## src/hdl/esd_pkg.sv

```systemverilog
// ============================================================================
// Escape sequence decoder package
// Character codes, the result record and the hex digit decode shared by the
// escape sequence decoder.
// ============================================================================
package esd_pkg;

    // One decoded result as it sits in the output queue.
    typedef struct packed {
        logic [7:0] decoded_char;
        logic       end_mark;
        logic       last_of_run;
    } result_t;

    // Hex digit decode: a valid flag and the digit value.
    typedef struct packed {
        logic       valid;
        logic [3:0] value;
    } hex_digit_t;

    // Escape introducers.
    localparam logic [7:0] CH_BSLASH = 8'h5C;
    localparam logic [7:0] CH_CARET  = 8'h5E;

    // Letters after a backslash.
    localparam logic [7:0] CH_LC_N   = 8'h6E;
    localparam logic [7:0] CH_LC_T   = 8'h74;
    localparam logic [7:0] CH_LC_B   = 8'h62;
    localparam logic [7:0] CH_LC_R   = 8'h72;
    localparam logic [7:0] CH_LC_S   = 8'h73;
    localparam logic [7:0] CH_LC_F   = 8'h66;
    localparam logic [7:0] CH_LC_E   = 8'h65;
    localparam logic [7:0] CH_UC_E   = 8'h45;
    localparam logic [7:0] CH_LC_X   = 8'h78;
    localparam logic [7:0] CH_QUOTE  = 8'h27;

    // Digit and letter ranges.
    localparam logic [7:0] CH_ZERO   = 8'h30;
    localparam logic [7:0] CH_SEVEN  = 8'h37;
    localparam logic [7:0] CH_NINE   = 8'h39;
    localparam logic [7:0] CH_LC_A   = 8'h61;
    localparam logic [7:0] CH_UC_A   = 8'h41;
    localparam logic [7:0] CH_UC_F   = 8'h46;

    // Decoded control characters.
    localparam logic [7:0] CODE_LF    = 8'h0A;
    localparam logic [7:0] CODE_TAB   = 8'h09;
    localparam logic [7:0] CODE_BS    = 8'h08;
    localparam logic [7:0] CODE_CR    = 8'h0D;
    localparam logic [7:0] CODE_SPACE = 8'h20;
    localparam logic [7:0] CODE_FF    = 8'h0C;
    localparam logic [7:0] ESC_CHAR   = 8'h1B;
    localparam logic [7:0] CTRL_MASK  = 8'h1F;

    // Map an ASCII byte to its hex digit value, if it is one.
    function automatic hex_digit_t hex_digit(input logic [7:0] b);
        hex_digit_t d;
        logic [7:0] diff;
        d    = '0;
        diff = '0;
        if (b >= CH_ZERO && b <= CH_NINE) begin
            diff    = b - CH_ZERO;
            d.valid = 1'b1;
            d.value = diff[3:0];
        end else if (b >= CH_LC_A && b <= CH_LC_F) begin
            diff    = b - CH_LC_A + 8'd10;
            d.valid = 1'b1;
            d.value = diff[3:0];
        end else if (b >= CH_UC_A && b <= CH_UC_F) begin
            diff    = b - CH_UC_A + 8'd10;
            d.valid = 1'b1;
            d.value = diff[3:0];
        end
        return d;
    endfunction

endpackage

```

## src/hdl/escape_sequence_decoder.sv

```systemverilog
// A byte goes from the input stage register to the result queue, whose head drives m_*.
// Throughput: one byte per cycle while the result queue has room; a byte that closes a
// number and is a plain character gives two results, one at a time on the single result port.
// Reset (aresetn low, synchronous) empties the input stage and the result queue and
// returns the decoder to plain mode with a zero accumulator.
// ============================================================================
// Escape sequence decoder
// Decodes caret, backslash, hex and octal escapes in a byte stream and emits
// the decoded characters plus an end mark at end of stream.
// ============================================================================
module escape_sequence_decoder (
    input  logic       aclk,
    input  logic       aresetn,
    input  logic       s_tvalid,
    output logic       s_tready,
    input  logic [7:0] s_tdata,   // [7:0] text_byte
    input  logic       s_tuser,   // [0] end_of_stream
    output logic       m_tvalid,
    input  logic       m_tready,
    output logic [7:0] m_tdata,   // [7:0] decoded_char
    output logic       m_tuser,   // [0] end_mark
    output logic       m_tlast    // last_of_run
);
    import esd_pkg::*;

    typedef enum logic [2:0] {
        MODE_PLAIN  = 3'd0,
        MODE_CARET  = 3'd1,
        MODE_BSLASH = 3'd2,
        MODE_HEX    = 3'd3,
        MODE_OCT    = 3'd4
    } mode_t;

    // Decoder state.
    mode_t      mode_reg, mode_next;
    logic [7:0] num_reg, num_next;
    logic       stop_reg, stop_next;

    // Input stage.
    logic       in_valid_reg;
    logic [7:0] in_byte_reg;
    logic       in_eos_reg;

    // Result queue, two entries, head at index 0.
    result_t    q_reg [2];
    result_t    q_next [2];
    logic [1:0] cnt_reg, cnt_next;

    // Decode results for the byte in the input stage.
    result_t    r0, r1;
    logic [1:0] need_cnt;
    logic [1:0] push_cnt;
    logic [1:0] cnt_mid;
    logic       consume;
    logic       pop;
    logic       idx0;

    // Plain-mode handling of the current byte.
    logic       plain_emit;
    mode_t      plain_mode;
    hex_digit_t hd;
    logic       is_digit;
    logic [7:0] digit_off;

    logic [7:0] b;
    assign b = in_byte_reg;

    always_comb begin
        hd        = hex_digit(b);
        is_digit  = (b >= CH_ZERO) && (b <= CH_NINE);
        digit_off = b - CH_ZERO;
        if (b == CH_BSLASH) begin
            plain_emit = 1'b0;
            plain_mode = MODE_BSLASH;
        end else if (b == CH_CARET) begin
            plain_emit = 1'b0;
            plain_mode = MODE_CARET;
        end else begin
            plain_emit = 1'b1;
            plain_mode = MODE_PLAIN;
        end
    end

    // Next state and the up to two results for this byte.
    always_comb begin
        mode_next = mode_reg;
        num_next  = num_reg;
        stop_next = stop_reg;
        need_cnt  = 2'd0;
        r0        = '{decoded_char: b, end_mark: 1'b0, last_of_run: 1'b1};
        r1        = '{decoded_char: b, end_mark: 1'b0, last_of_run: 1'b1};
        if (in_eos_reg) begin
            // End of stream drops any pending escape.
            mode_next = MODE_PLAIN;
            num_next  = '0;
            stop_next = 1'b0;
            need_cnt  = 2'd1;
            r0        = '{decoded_char: 8'h00, end_mark: 1'b1, last_of_run: 1'b1};
        end else begin
            unique case (mode_reg)
                MODE_CARET: begin
                    mode_next       = MODE_PLAIN;
                    need_cnt        = 2'd1;
                    r0.decoded_char = b & CTRL_MASK;
                end
                MODE_BSLASH: begin
                    mode_next = MODE_PLAIN;
                    need_cnt  = 2'd1;
                    case (b) inside
                        CH_LC_N:          r0.decoded_char = CODE_LF;
                        CH_LC_T:          r0.decoded_char = CODE_TAB;
                        CH_LC_B:          r0.decoded_char = CODE_BS;
                        CH_LC_R:          r0.decoded_char = CODE_CR;
                        CH_LC_S:          r0.decoded_char = CODE_SPACE;
                        CH_LC_F:          r0.decoded_char = CODE_FF;
                        CH_LC_E, CH_UC_E: r0.decoded_char = ESC_CHAR;
                        CH_LC_X: begin
                            mode_next = MODE_HEX;
                            num_next  = '0;
                            need_cnt  = 2'd0;
                        end
                        default: begin
                            // Backslash, quote and unknown non-digit escapes give the byte itself; a digit opens octal.
                            if (is_digit) begin
                                mode_next = MODE_OCT;
                                need_cnt  = 2'd0;
                                if (b <= CH_SEVEN) begin
                                    num_next  = digit_off;
                                    stop_next = 1'b0;
                                end else begin
                                    num_next  = '0;
                                    stop_next = 1'b1;
                                end
                            end
                        end
                    endcase
                end
                MODE_HEX: begin
                    if (hd.valid) begin
                        num_next = {num_reg[3:0], hd.value};
                    end else begin
                        // The terminating byte flushes the number, then acts as plain.
                        num_next        = '0;
                        mode_next       = plain_mode;
                        r0.decoded_char = num_reg;
                        r0.last_of_run  = !plain_emit;
                        need_cnt        = plain_emit ? 2'd2 : 2'd1;
                    end
                end
                MODE_OCT: begin
                    if (is_digit) begin
                        if (!stop_reg && b <= CH_SEVEN) begin
                            num_next = {num_reg[4:0], digit_off[2:0]};
                        end else begin
                            stop_next = 1'b1;
                        end
                    end else begin
                        num_next        = '0;
                        stop_next       = 1'b0;
                        mode_next       = plain_mode;
                        r0.decoded_char = num_reg;
                        r0.last_of_run  = !plain_emit;
                        need_cnt        = plain_emit ? 2'd2 : 2'd1;
                    end
                end
                default: begin
                    mode_next = plain_mode;
                    need_cnt  = plain_emit ? 2'd1 : 2'd0;
                end
            endcase
        end
    end

    // Handshake: the byte leaves the input stage once the queue has room for all its results.
    assign pop      = m_tvalid && m_tready;
    assign consume  = in_valid_reg && (need_cnt <= (2'd2 - cnt_reg));
    assign push_cnt = consume ? need_cnt : 2'd0;
    assign s_tready = !in_valid_reg || consume;

    // Result queue update: pop the head, then append the new results.
    always_comb begin
        q_next[0] = q_reg[0];
        q_next[1] = q_reg[1];
        cnt_mid   = pop ? (cnt_reg - 2'd1) : cnt_reg;
        idx0      = cnt_mid[0];
        if (pop) begin
            q_next[0] = q_reg[1];
        end
        if (push_cnt != 2'd0) begin
            q_next[idx0] = r0;
        end
        if (push_cnt == 2'd2) begin
            q_next[1] = r1;
        end
        cnt_next = cnt_mid + push_cnt;
    end

    // Control state, input stage and queue registers.
    always_ff @(posedge aclk) begin
        if (!aresetn) begin
            mode_reg     <= MODE_PLAIN;
            num_reg      <= '0;
            stop_reg     <= 1'b0;
            in_valid_reg <= 1'b0;
            cnt_reg      <= 2'd0;
        end else begin
            if (consume) begin
                mode_reg <= mode_next;
                num_reg  <= num_next;
                stop_reg <= stop_next;
            end
            if (s_tready) begin
                in_valid_reg <= s_tvalid;
            end
            cnt_reg <= cnt_next;
        end
    end

    // Payload registers.
    always_ff @(posedge aclk) begin
        if (s_tready && s_tvalid) begin
            in_byte_reg <= s_tdata;
            in_eos_reg  <= s_tuser;
        end
        q_reg[0] <= q_next[0];
        q_reg[1] <= q_next[1];
    end

    // Result port shows the queue head.
    assign m_tvalid = (cnt_reg != 2'd0);
    assign m_tdata  = q_reg[0].decoded_char;
    assign m_tuser  = q_reg[0].end_mark;
    assign m_tlast  = q_reg[0].last_of_run;

endmodule

```

## config.mk

```make
export PLATFORM = sky130hd
export DESIGN_NAME = escape_sequence_decoder
export DESIGN_NICKNAME = d
export VERILOG_FILES = /design/src/hdl/esd_pkg.sv /design/src/hdl/escape_sequence_decoder.sv
export SDC_FILE = /design/constraint.sdc
export NUM_CORES = 1
export LEC_CHECK = 0
export ABC_CLOCK_PERIOD_IN_PS = 4800
export BUFFER_PORTS_ARGS = -buffer_cell sky130_fd_sc_hd__buf_2
export CAP_MARGIN = 20
export CORE_MARGIN = 2
export CORE_UTILIZATION = 50
export DETAILED_ROUTE_END_ITERATION = 16
export PLACE_DENSITY_LB_ADDON = 0.2
export SKIP_CTS_REPAIR_TIMING = 1
export SKIP_LAST_GASP = 1
export SLEW_MARGIN = 20
export SYNTH_ARGS = -nofsm -noshare
export SYNTH_HDL_FRONTEND = slang
export SYNTH_SLANG_ARGS = --single-unit
```

## constraint.sdc

```tcl
create_clock -name aclk -period 4.8 [get_ports aclk]
set_input_delay 0.24 -clock aclk [delete_from_list [all_inputs] [get_ports aclk]]
set_output_delay 0.24 -clock aclk [all_outputs]
set_load 0.03 [all_outputs]
```

=== After elaboration in Yosys (flattened, before gate mapping) ===
Memory sizes are Yosys's and may differ from the RTL's.
Index checks and enable logic that the tools add are counted.

* Bits in writable memories: 20
* Memories kept: 1
* Input bits: 13
* Flip-flop bits (word level): 24
* Logic and storage cells: 165

{| class="wikitable"
|+ Memory list
! memory !! depth !! width !! rd ports !! clocked after Yosys merged registers in !! write ports !! line !! text
|-
| q_reg || 2 || 10 || 2 || 0 || 2 || escape_sequence_decoder.sv:45 || <nowiki>result_t q_reg [2];</nowiki>
|}

* Add/subtract/negate cells: 8
* Reductions and logical operators: 20
* Magnitude comparators: 10
* Bitwise gates (word level): 1
* Equality and inequality tests: 30
* Multiplexer cells: 88

{| class="wikitable"
|+ Operator list
! kind !! number
|-
| $mux W8 || 24
|-
| $eq A8 B7 Y1 const B || 11
|-
| $mux W3 || 13
|-
| $ne A3 B3 Y1 const B || 11
|-
| $pmux W8 S4 || 1
|-
| $mux W1 || 30
|-
| $mux W10 || 3
|-
| $pmux W8 S3 || 1
|-
| $bwmux W20 || 1
|-
| $mux W20 || 1
|-
| $ge A8 B7 Y1 const B || 2
|-
| $le A8 B6 Y1 const B || 2
|-
| $le A8 B7 Y1 const B || 2
|-
| $mux W5 || 3
|-
| $mux W2 || 6
|-
| $ne A4 B4 Y1 const B || 3
|-
| $pmux W3 S4 || 1
|-
| $reduce_and A12 Y1 || 1
|-
| $reduce_and A11 Y1 || 1
|-
| $demux W10 S1 || 1
|-
| $add A4 B4 Y4 const B || 2
|-
| $ge A8 B6 Y1 const B || 1
|-
| $logic_and A1 B1 Y1 || 8
|-
| $pmux W2 S4 || 1
|-
| other kinds (21) || 27
|}

=== Logic depth before layout (Yosys ltp) ===
Gate-level depths: netlist (run 1).

* Word-level depth: 19
* Depth in mapped cells: 18
* Mapped depth without buffers: 16

=== Worst setup path after synthesis (run 1) ===
No wires, ideal clock.

* Kind: flip-flop to flip-flop
* Start: register, netlist name b[0]
* End: memory q_reg[0][12] in the netlist's numbering (enable)
* Library setup time: 0.332 ns
* Arrival time: 3.807 ns
* Clock period less this slack: 4.138 ns
* Stages on the path, launching flop included: 17
* Path buffers: 1
* Slack: 0.662 ns
* Cells stage by stage: edfxtp_1 > clkbuf_1 > inv_1 > ha_1 > or4b_4 > a311oi_2 > a21oi_2 > nor3_4 > a21o_1 > nor2b_1 > ha_1 > nor2b_1 > o21ai_1 > nand4_1 > nor4_1 > nor2_2 > nand2_1

{| class="wikitable"
|+ RTL lines
! item !! line
|-
| end: declaration || escape_sequence_decoder.sv:45
|}

==> impl_summary.txt, run 1 <==
----------------------------------------------------
[Run status]
  Outcome ... complete, no violations

[Setup path]
  FF-to-FF setup slack ... 0.53 ns
  Crit path DAT ... 4.25 ns
  Worst reg2reg path depth ... 15
  End of the worst register-to-register path ... q_reg[0][19]
  Endpoint of the most critical setup path ... q_reg[0][19]
  Max FO, Critical Path ... 9
  Launching element type of the critical path ... flip-flop
  Worst setup path startpoint ... b[0]
  Worst r2r src ... b[0]
  Class of the most critical setup path ... reg -> reg
  Endpoint required time on the critical path ... 4.78 ns
  Element type at the critical path end ... flip-flop

[Logic synthesis]
  Sequential area share after synthesis ... 32.89%
  Number of warnings issued by yosys ... 0
  Count of mapped cells out of synthesis ... 344
  Post-synthesis register bit count ... 44
  Async set-reset flop share out of synthesis ... 0%
  Unique masters post-synth ... 82
  Synthesized area per cell ... 9.289 sq um
  Synthesized area ... 3196 sq um
  Most used flip-flop cell after synthesis ... dfxtp_1
  Number of enable-type register cells in the synthesized netlist ... 17
  Net count after synthesis ... 371

[Power and ir drop]
  Worst IR Drop VDD ... 0.0002789 V
  Power per cell area ... 398.4 nW/um^2
  Static leakage ... 0.001312 uW

[Die]
  Area of the core ... 6277 sq um
  Starting density of the core ... 50.91%
  Top-Level Pins ... 25
  Count of standard-cell rows ... 29
  Die height ... 83.95 um
  Chip width ... 83.95 um
  Die footprint ... 7047 sq um

[GRT]
  Global-route congestion overflow total ... 0
  Pin count of the biggest net entering global routing ... 18
  First-pass GRT wire length ... 14130 um
  Via count of the first global-routing pass ... 2684
  Antenna violations before repair ... 0
  Global routing usage summed across all routing layers ... 25.59%

[Timing]
  Hold violation count in the final report ... 0
  Time the worst path needs with I/O delays and setup ... 4.274 ns
  Setup TNS ... 0 ns
  Clock Skews ... 0.008816 ns
  Least-Margin Pin Slew ... 0.6939 ns
  Count of final setup violators ... 0
  Pins Over Slew Limit ... 0
  Setup ws final ... 0.5257 ns
  Slew margin rel. ... 53.46%
  Unrepaired setup endpoints after global routing ... false
  Tcrit/Tclk final ... 89.05%
  Peak Freq ... 0.2340 GHz

[Clock tree]
  Total CTS buffers ... 5
  Worst-Skew Late Latency ... 0.30 ns
  Cell at the root of the clock tree ... clkbuf_8
  Deepest clock path buffer count ... 2
  Sink Count ... 44
  Htree depth ... 2
  Clk slew on worst S/H paths ... 0.09 ns
  Clock tree from TritonCTS ... yes

[Place]
  Count of buffers from port buffering ... 24
  Minimum setup slack after placement ... 0.5777 ns
  # placed instances ... 432
  Half-perimeter wire length after detailed placement ... 7105 um
  Final Wtd Congestion ... 0.9864

[Drt]
  DRC viols ... 0
  Routed via count ... 2853
  Post-detailed-route via-to-cell ratio ... 6.484
  Routed wire per std cell ... 20.38 um
  Final routed wirelength across all metal layers ... 8966 um
  Remaining antenna violation count after routing ... 0
  1st-pass router iterations ... 5
  Iteration-0 DRC count of the detailed router ... 181

[Layout]
  Highest-count cells in the layout ignoring fill and taps ... dfxtp_1, buf_2, nor2_1
  Max reg flops ... 20
  Non-filler cells in the finished layout ... 440
  Fraction of layout cells with a size suffix above 1 ... 21.21%
  Layout Nets ... 389
  Area growth from synthesis to layout ... 8.849%
  Antenna diodes ... 0
  Leading cell type in the layout, fill and taps excluded ... dfxtp_1
  Core Util, Final ... 55.41%

[Min path]
  Hold Path Stages ... 1
  Hold Crit Class ... in -> reg

[Job]
  Max_cap viols ... 0

----------------------------------------------------
kinds of logic after synthesis:
kind of cell | after synthesis | synth area share, %
xor gates and xnor gates | 6 | 1.644
adders and majority gates | 15 | 5.795
AOI/OAI and AO/OA | 111 | 27.37
muxes | 21 | 6.852
DFF | 44 | 32.89
and+or+nand+nor | 106 | 18.99
buffers and inverters | 41 | 6.460
per-layer routing:
| layer | global-route usage (%) | part of all wire, % |
|---|---|---|
| met5 | 2.273 | 0 |
| met4 | 12.76 | 4.9 |
| met3 | 4.055 | 6.5 |
| met2 | 41.53 | 47 |
| met1 | 32.84 | 42 |
critical path, stage by stage, from the launching register on:
cell and delay [ns]:
edfxtp_1 0.43, inv_1 0.17, ha_1 0.20, or4b_4 0.48, a311oi_2 0.31, a21oi_2 0.13, nor3_4 0.29, a21o_1 0.19
nor2b_1 0.18, ha_1 0.27, nor2b_1 0.16, o21ai_1 0.19, nand4_1 0.12, nor4_1 0.35, nor2_2 0.18, nand2_1 0.29
where the power goes:
| group | internal [uW] | switching, uW |
|---|---|---|
| registers | 468 | 46.1 |
| logic | 225 | 354 |
| clock network | 157 | 136 |
worst min-delay path by stage:
stage	from	to	slack, ns
after floorplan	s_tdata[0]	b[0]	0.34
after global placement	s_tdata[2]	b[2]	0.42
after detailed placement	s_tuser	in_eos_reg	0.42
after CTS	s_tdata[5]	b[5]	0.10
after global routing	s_tdata[6]	b[6]	0.1
final	s_tuser	in_eos_reg	0.10
metrics by stage:
stage | total power [uW] | hold WS, ns | instance area, sq um
CTS | 1391 | 0.1018 | 3478
detailed placement | 1100 | 0.4181 | 3363
floorplan | 993.7 | 0.3389 | 3196
global route | 1462 | 0.09928 | 3478
global placement | 1095 | 0.4168 | 3363
finish | 1386 | 0.1044 | 3478
synth_stat cells, types with 4 or more instances:
cell | count | area share (%)
xnor2_1 | 6 | 1.6
nor2_1 | 21 | 2.5
a21oi_1 | 18 | 2.8
clkbuf_1 | 11 | 1.3
a221oi_1 | 8 | 2.2
and2_1 | 4 | 0.78
o21ai_0 | 14 | 2.2
nor2b_1 | 8 | 1.6
nor4_1 | 4 | 0.78
inv_1 | 14 | 1.6
ha_1 | 14 | 5.5
nand3_1 | 19 | 3.0
dfxtp_1 | 27 | 17
a21o_1 | 5 | 1.2
edfxtp_1 | 17 | 16
o31ai_1 | 7 | 1.6
nor3_1 | 7 | 1.1
mux2i_1 | 17 | 5.3
nand2_1 | 16 | 1.9
buf_4 | 9 | 2.1
a31oi_1 | 5 | 0.98
layout make-up:
| class | count | area [sq um] |
|---|---|---|
| clock buffer | 5 | 68.82 |
| clock inverter | 3 | 46.29 |
| fill | 587 | 2799 |
| inverter | 14 | 52.55 |
| multi-input combinational | 259 | 1938 |
| sequential | 44 | 1051 |
| tap | 77 | 96.34 |
| timing repair buffer | 38 | 225.2 |
Note: power is estimated with default switching activity, not from simulation.
==> run 2: changes to the inputs <==
- ABC_CLOCK_PERIOD_IN_PS: 4800 -> 4100
- clock period: 4.8 -> 4.1 ns (I/O delays scaled with it)
==> run 2 against run 1 <==
Via count up 4.1%. Total power is 19% higher. First-iteration DRC count grew 39%. Combinational power grew 21%. Clock skew decreased by 0.0023 ns. Die area did not move. Cell area increased by 3.6%. Final cell count up 3.4%. Sequential power grew 17%. Worst setup slack got worse by 0.30 ns. Sequential share of layout area down 1.0 points. Clock power is 18% higher. Critical path type unchanged. Highest routed layer unchanged.
==> impl_summary.txt, run 2 (synthesized netlist as in run 1, its figures left out) <==
----------------------------------------------------
[Timing]
  Hold violation count in the final report ... 0 (unchanged)
  Pins Over Slew Limit ... 0 (unchanged)
  Peak Freq ... 0.2579 GHz (was 0.2340 GHz)
  Setup TNS ... 0 ns (unchanged)
  Hold Slack ... 0.06630 ns (was 0.1044 ns)
  Tcrit/Tclk final ... 94.56% (was 89.05%)
  Time the worst path needs with I/O delays and setup ... 3.877 ns (was 4.274 ns)
  Least-Margin Pin Slew ... 0.7229 ns (was 0.6939 ns)
  Slew margin rel. ... 51.52% (was 53.46%)
  Count of final setup violators ... 0 (unchanged)
  Clock Skews ... 0.006499 ns (was 0.008816 ns)

[GRT]
  Most utilized layer in the global route result ... met2 (unchanged)
  First-pass GRT wire length ... 14660 um (was 14130 um)
  Global routing usage on met2 ... 45.31% (was 41.53%)
  Global-route congestion overflow total ... 0 (unchanged)
  Pin count of the biggest net entering global routing ... 16 (was 18)
  GR Layer Usage met3 ... 4.649% (was 4.055%)
  Via count of the first global-routing pass ... 2788 (was 2684)
  Global routing usage summed across all routing layers ... 26.74% (was 25.59%)
  Met1 Usage GRT ... 34.51% (was 32.84%)
  Antenna violations before repair ... 0 (unchanged)

[Drt]
  DRC viols ... 0 (unchanged)
  Final routed wirelength across all metal layers ... 9378 um (was 8966 um)
  Iteration-0 DRC count of the detailed router ... 251 (was 181)
  Post-detailed-route via-to-cell ratio ... 6.525 (was 6.484)
  Remaining antenna violation count after routing ... 0 (unchanged)
  Routed via count ... 2969 (was 2853)
  Routed wire per std cell ... 20.61 um (was 20.38 um)
  1st-pass router iterations ... 5 (unchanged)

[Setup path]
  Endpoint required time on the critical path ... 4.32 ns (was 4.78 ns)
  Worst reg2reg path depth ... 15 (unchanged)
  Launching element type of the critical path ... flip-flop (unchanged)
  End of the worst register-to-register path ... num_reg[3] (was q_reg[0][19])
  Worst r2r src ... b[0] (unchanged)
  Largest stage delay, worst path ... 0.48 ns (about the same)
  Worst path cell trace ... inv_1, ha_1, or4b_4, a311oi_2, a21oi_2, nor3_4, a21o_1, nor2b_1, ha_1, nor2b_1, o21ai_1, buf_4, o31ai_2, or2_2, o31ai_1 (was inv_1, ha_1, or4b_4, a311oi_2, a21oi_2, nor3_4, a21o_1, nor2b_1, ha_1, nor2b_1, o21ai_1, nand4_1, nor4_1, nor2_2, nand2_1)
  FF-to-FF setup slack ... 0.22 ns (was 0.53 ns)
  Crit path DAT ... 4.09 ns (was 4.25 ns)
  Max FO, Critical Path ... 10 (was 9)
  Critical-path top delay cell ... or4b_4 (unchanged)
  Element type at the critical path end ... flip-flop (unchanged)
  Class of the most critical setup path ... reg -> reg (unchanged)

[Layout]
  Max reg flops ... 20 (unchanged)
  Antenna diodes ... 0 (unchanged)
  Layout filler cell count ... 593 (was 587)
  Core Util, Final ... 57.38% (was 55.41%)
  Footprint of the multi-input gates ... 1949 sq um (was 1938 sq um)
  Leading cell type in the layout, fill and taps excluded ... buf_4 (was dfxtp_1)
  Area growth from synthesis to layout ... 12.72% (was 8.849%)
  Area occupied by registers ... 1051 sq um (unchanged)
  Layout Nets ... 404 (was 389)
  Fraction of layout cells with a size suffix above 1 ... 25.13% (was 21.21%)
  Highest-count cells in the layout ignoring fill and taps ... buf_4, dfxtp_1, buf_2 (was dfxtp_1, buf_2, nor2_1)

[Run status]
  Outcome ... complete, no violations (unchanged)

[Clock tree]
  Deepest clock path buffer count ... 2 (unchanged)
  Clock tree from TritonCTS ... yes (unchanged)
  Worst-Skew Late Latency ... 0.31 ns (was 0.30 ns)
  Clk slew on worst S/H paths ... 0.09 ns (about the same)
  Sink Count ... 44 (unchanged)
  Cell at the root of the clock tree ... clkbuf_8 (unchanged)
  Total CTS buffers ... 5 (unchanged)
  Htree depth ... 2 (unchanged)

[Die]
  Count of standard-cell rows ... 29 (unchanged)
  Die height ... 83.95 um (unchanged)
  Starting density of the core ... 50.91% (unchanged)
  Area of the core ... 6277 sq um (unchanged)
  Die footprint ... 7047 sq um (unchanged)
  Chip width ... 83.95 um (unchanged)
  Top-Level Pins ... 25 (unchanged)

[Min path]
  Hold Path Stages ... 1 (unchanged)
  Hold Crit Class ... in -> reg (unchanged)
  Start point of the worst min-delay path ... s_tdata[7] (was s_tuser)
  Capture endpoint of the worst hold path ... b[7] (was in_eos_reg)

[Power and ir drop]
  Static leakage ... 0.001387 uW (was 0.001312 uW)
  Worst IR Drop VDD ... 0.0003108 V (was 0.0002789 V)
  Power per cell area ... 457.7 nW/um^2 (was 398.4 nW/um^2)

[Place]
  Half-perimeter wire length after detailed placement ... 7266 um (was 7105 um)
  Final Wtd Congestion ... 0.9798 (was 0.9864)
  Count of buffers from port buffering ... 24 (unchanged)

[Job]
  Max_cap viols ... 0 (unchanged)

----------------------------------------------------
==> run 2: power by group <==
part           total [uW]  switching, uW  internal (uW)
clock network         345            162            184
logic                 702            425            278
registers             601           53.4            547
==> run 2: worst max-delay path by stage <==
stage	from	end	slack [ns]
after floorplan	b[0]	q_reg[0][12]	0.05
after global placement	b[5]	q_reg[0][16]	0.20
after detailed placement	b[4]	q_reg[0][18]	0.11
after CTS	b[4]	q_reg[0][13]	0.07
after global routing	b[0]	q_reg[0][14]	-0.01
final	b[0]	num_reg[3]	0.22
==> run 2: routing by layer <==
| metal | wire [um] | part of all wire [%] | up-vias |
|---|---|---|---|
| met1 | 3766 | 40 | 1400 |
| met4 | 362 | 3.9 | 0 |
| met5 | 0 | 0 | - |
| met2 | 4578 | 49 | 155 |
| li1 | - | - | 1377 |
| met3 | 671 | 7.2 | 37 |
==> run 2: cell type report <==
type | count | share of cell area [%]
multi-input cells | 259 | 54.12
flip-flops and latches | 44 | 29.18
repair buffers | 53 | 9.378
well taps | 77 | 2.675
clock buffers | 5 | 1.910
inverters | 14 | 1.459
clock inverters | 3 | 1.285
==> run 2: per-stage QoR <==
stage               worst slack [ns]  total power [uW]  instances  area (sq um)
floorplan                    0.05033              1164        344          3198
global placement              0.2014              1293        441          3433
detailed placement            0.1087              1305        441          3433
CTS                          0.06934              1648        449          3548
global route               -0.009904              1746        455          3602
finish                        0.2232              1649        455          3602
==> run 2: critical path: cells and delay by family (launching register included) <==
kind / cells / cell delay [ns]
AND/OR/NAND/NOR: 5 / 1.46
buffers and inverters: 2 / 0.27
flip-flops: 1 / 0.42
adder cells (fa/ha/maj): 2 / 0.46
AO/OA/AOI/OAI: 6 / 1.18
==> run 3: changes to the inputs <==
- PLACE_DENSITY: unset -> 0.68
- PLACE_DENSITY_LB_ADDON: 0.2 -> unset
==> run 3 against run 2 <==
Non-clock buffer count unchanged. Combinational power grew 0.6%. Register-to-register slack is essentially flat. Sequential cell count stayed put. Via count fell by 1.4%.
==> impl_summary.txt, run 3 (synthesized netlist as in run 1, its figures left out) <==
----------------------------------------------------
[Run status]
  Outcome ... complete, no violations (unchanged)

[Timing]
  Slew margin rel. ... 50.84% (was 51.52%)
  Tcrit/Tclk final ... 94.70% (was 94.56%)
  Peak Freq ... 0.2575 GHz (was 0.2579 GHz)
  Pins Over Slew Limit ... 0 (unchanged)
  Time the worst path needs with I/O delays and setup ... 3.883 ns (was 3.877 ns)
  Least-Margin Pin Slew ... 0.7330 ns (was 0.7229 ns)
  Hold Slack ... 0.07094 ns (was 0.06630 ns)
  Hold violation count in the final report ... 0 (unchanged)
  Clock Skews ... 0.009870 ns (was 0.006499 ns)
  Count of final setup violators ... 0 (unchanged)
  Setup ws final ... 0.2171 ns (was 0.2232 ns)

[Setup path]
  Worst path most repeated cell ... ha_1
  Worst reg2reg path depth ... 15 (unchanged)
  Worst path cell trace ... inv_1, ha_1, or4b_4, a311oi_2, a21oi_2, nor3_4, a21o_1, nor2b_2, ha_1, nor2b_1, o21ai_1, buf_4, o31ai_2, or2_2, o31ai_1 (was inv_1, ha_1, or4b_4, a311oi_2, a21oi_2, nor3_4, a21o_1, nor2b_1, ha_1, nor2b_1, o21ai_1, buf_4, o31ai_2, or2_2, o31ai_1)
  Critical-path top delay cell ... or4b_4 (unchanged)
  Worst setup path startpoint ... b[0] (unchanged)
  Crit path DAT ... 4.09 ns (about the same)
  Max FO, Critical Path ... 10 (unchanged)
  Class of the most critical setup path ... reg -> reg (unchanged)
  Element type at the critical path end ... flip-flop (unchanged)
  Launching element type of the critical path ... flip-flop (unchanged)
  Worst r2r src ... b[0] (unchanged)
  Largest stage delay, worst path ... 0.48 ns (about the same)
  Endpoint required time on the critical path ... 4.31 ns (was 4.32 ns)
  End of the worst register-to-register path ... num_reg[3] (unchanged)
  FF-to-FF setup slack ... 0.22 ns (about the same)

[Clock tree]
  Cell at the root of the clock tree ... clkbuf_8 (unchanged)
  Deepest clock path buffer count ... 2 (unchanged)
  Clock tree from TritonCTS ... yes (unchanged)
  Total CTS buffers ... 5 (unchanged)
  Worst-Skew Late Latency ... 0.30 ns (was 0.31 ns)
  Sink Count ... 44 (unchanged)
  Clk slew on worst S/H paths ... 0.08 ns (was 0.09 ns)
  Htree depth ... 2 (unchanged)

[Die]
  Count of standard-cell rows ... 29 (unchanged)
  Die height ... 83.95 um (unchanged)
  Area of the core ... 6277 sq um (unchanged)
  Chip width ... 83.95 um (unchanged)
  Starting density of the core ... 50.91% (unchanged)
  Die footprint ... 7047 sq um (unchanged)
  Top-Level Pins ... 25 (unchanged)

[Place]
  Count of buffers from port buffering ... 24 (unchanged)
  Half-perimeter wire length after detailed placement ... 6860 um (was 7266 um)
  Final Wtd Congestion ... 1.024 (was 0.9798)
  Minimum setup slack after placement ... 0.07174 ns (was 0.1087 ns)

[Layout]
  Antenna diodes ... 0 (unchanged)
  Area growth from synthesis to layout ... 11.94% (was 12.72%)
  Max reg flops ... 20 (unchanged)
  Layout Nets ... 404 (unchanged)
  Highest-count cells in the layout ignoring fill and taps ... buf_4, dfxtp_1, buf_2 (unchanged)
  Fraction of layout cells with a size suffix above 1 ... 24.60% (was 25.13%)
  Layout filler cell count ... 571 (was 593)
  Leading cell type in the layout, fill and taps excluded ... buf_4 (unchanged)

[GRT]
  Antenna violations before repair ... 0 (unchanged)
  Via count of the first global-routing pass ... 2779 (was 2788)
  Global-route congestion overflow total ... 0 (unchanged)
  First-pass GRT wire length ... 14110 um (was 14660 um)
  Pin count of the biggest net entering global routing ... 17 (was 16)
  Global routing usage summed across all routing layers ... 25.31% (was 26.74%)

[Drt]
  1st-pass router iterations ... 6 (was 5)
  Routed wire per std cell ... 19.22 um (was 20.61 um)
  Iteration-0 DRC count of the detailed router ... 249 (was 251)
  DRC viols ... 0 (unchanged)
  Final routed wirelength across all metal layers ... 8746 um (was 9378 um)
  Remaining antenna violation count after routing ... 0 (unchanged)
  Post-detailed-route via-to-cell ratio ... 6.435 (was 6.525)
  Routed via count ... 2928 (was 2969)

[Min path]
  Start point of the worst min-delay path ... s_tuser (was s_tdata[7])
  Capture endpoint of the worst hold path ... in_eos_reg (was b[7])
  Hold Path Stages ... 1 (unchanged)
  Hold Crit Class ... in -> reg (unchanged)

[Job]
  Max_cap viols ... 0 (unchanged)

[Power and ir drop]
  Power per cell area ... 443.2 nW/um^2 (was 457.7 nW/um^2)
  Static leakage ... 0.001376 uW (was 0.001387 uW)
  Worst IR Drop VDD ... 0.0002917 V (was 0.0003108 V)
  Overall power consumption ... 1585 uW (was 1649 uW)

----------------------------------------------------
run 3: changes by cell type in the layout (fill, tap and decap cells not counted), sizes merged:
cell / delta
inv: -1
clkinvlp: -1
clkbuf: +3
bufinv: -1
run 3: metal layers:
layer / track usage [%] / up-vias / share of wire [%]
li1: - / 1372 / -
met1: 32.22 / 1412 / 42
met2: 42.76 / 126 / 48
met3: 4.748 / 18 / 7.0
met4: 9.091 / 0 / 2.8
met5: 0 / - / 0
run 3: layout make-up:
type	count	area (sq um)	share of cell area [%]
Tap cell	77	96.34	2.693
Multi-Input combinational cell	259	1949	54.49
Timing Repair Buffer	53	337.8	9.444
Sequential cell	44	1051	29.38
Inverter	14	52.55	1.469
Clock buffer	8	90.09	2.518
run 3: through the flow:
step | std cells | util (%) | TNS (ns) | area [sq um]
floorplan | 344 | - | 0 | 3198
global placement | 442 | 54.81 | 0 | 3441
detailed placement | 442 | 54.81 | 0 | 3441
CTS | 450 | 56.25 | 0 | 3531
global route | 455 | 56.99 | -0.01906 | 3577
finish | 455 | 56.99 | 0 | 3577
run 3: where the power goes:
group / internal (uW) / switching, uW
sequential: 547 / 49.5
combinational: 282 / 425
clock: 138 / 145
total: 967 / 619
run 3: how the worst max path moves through the flow:
stage | cells after the start | endpoint | slack (ns)
floorplan | 16 | q_reg[0][12] | 0.05
global placement | 15 | q_reg[0][16] | 0.25
detailed placement | 15 | q_reg[0][12] | 0.07
CTS | 16 | q_reg[0][12] | 0.04
global route | 15 | num_reg[7] | -0.01
finish | 15 | num_reg[3] | 0.22
run 3: worst max-delay path: cells and delay by family, from the launching register on:
family          cells  cell delay (ns)
buf+inv             2             0.28
compound gates      6             1.16
fa+ha+maj           2             0.46
simple gates        5             1.42
flops               1             0.46
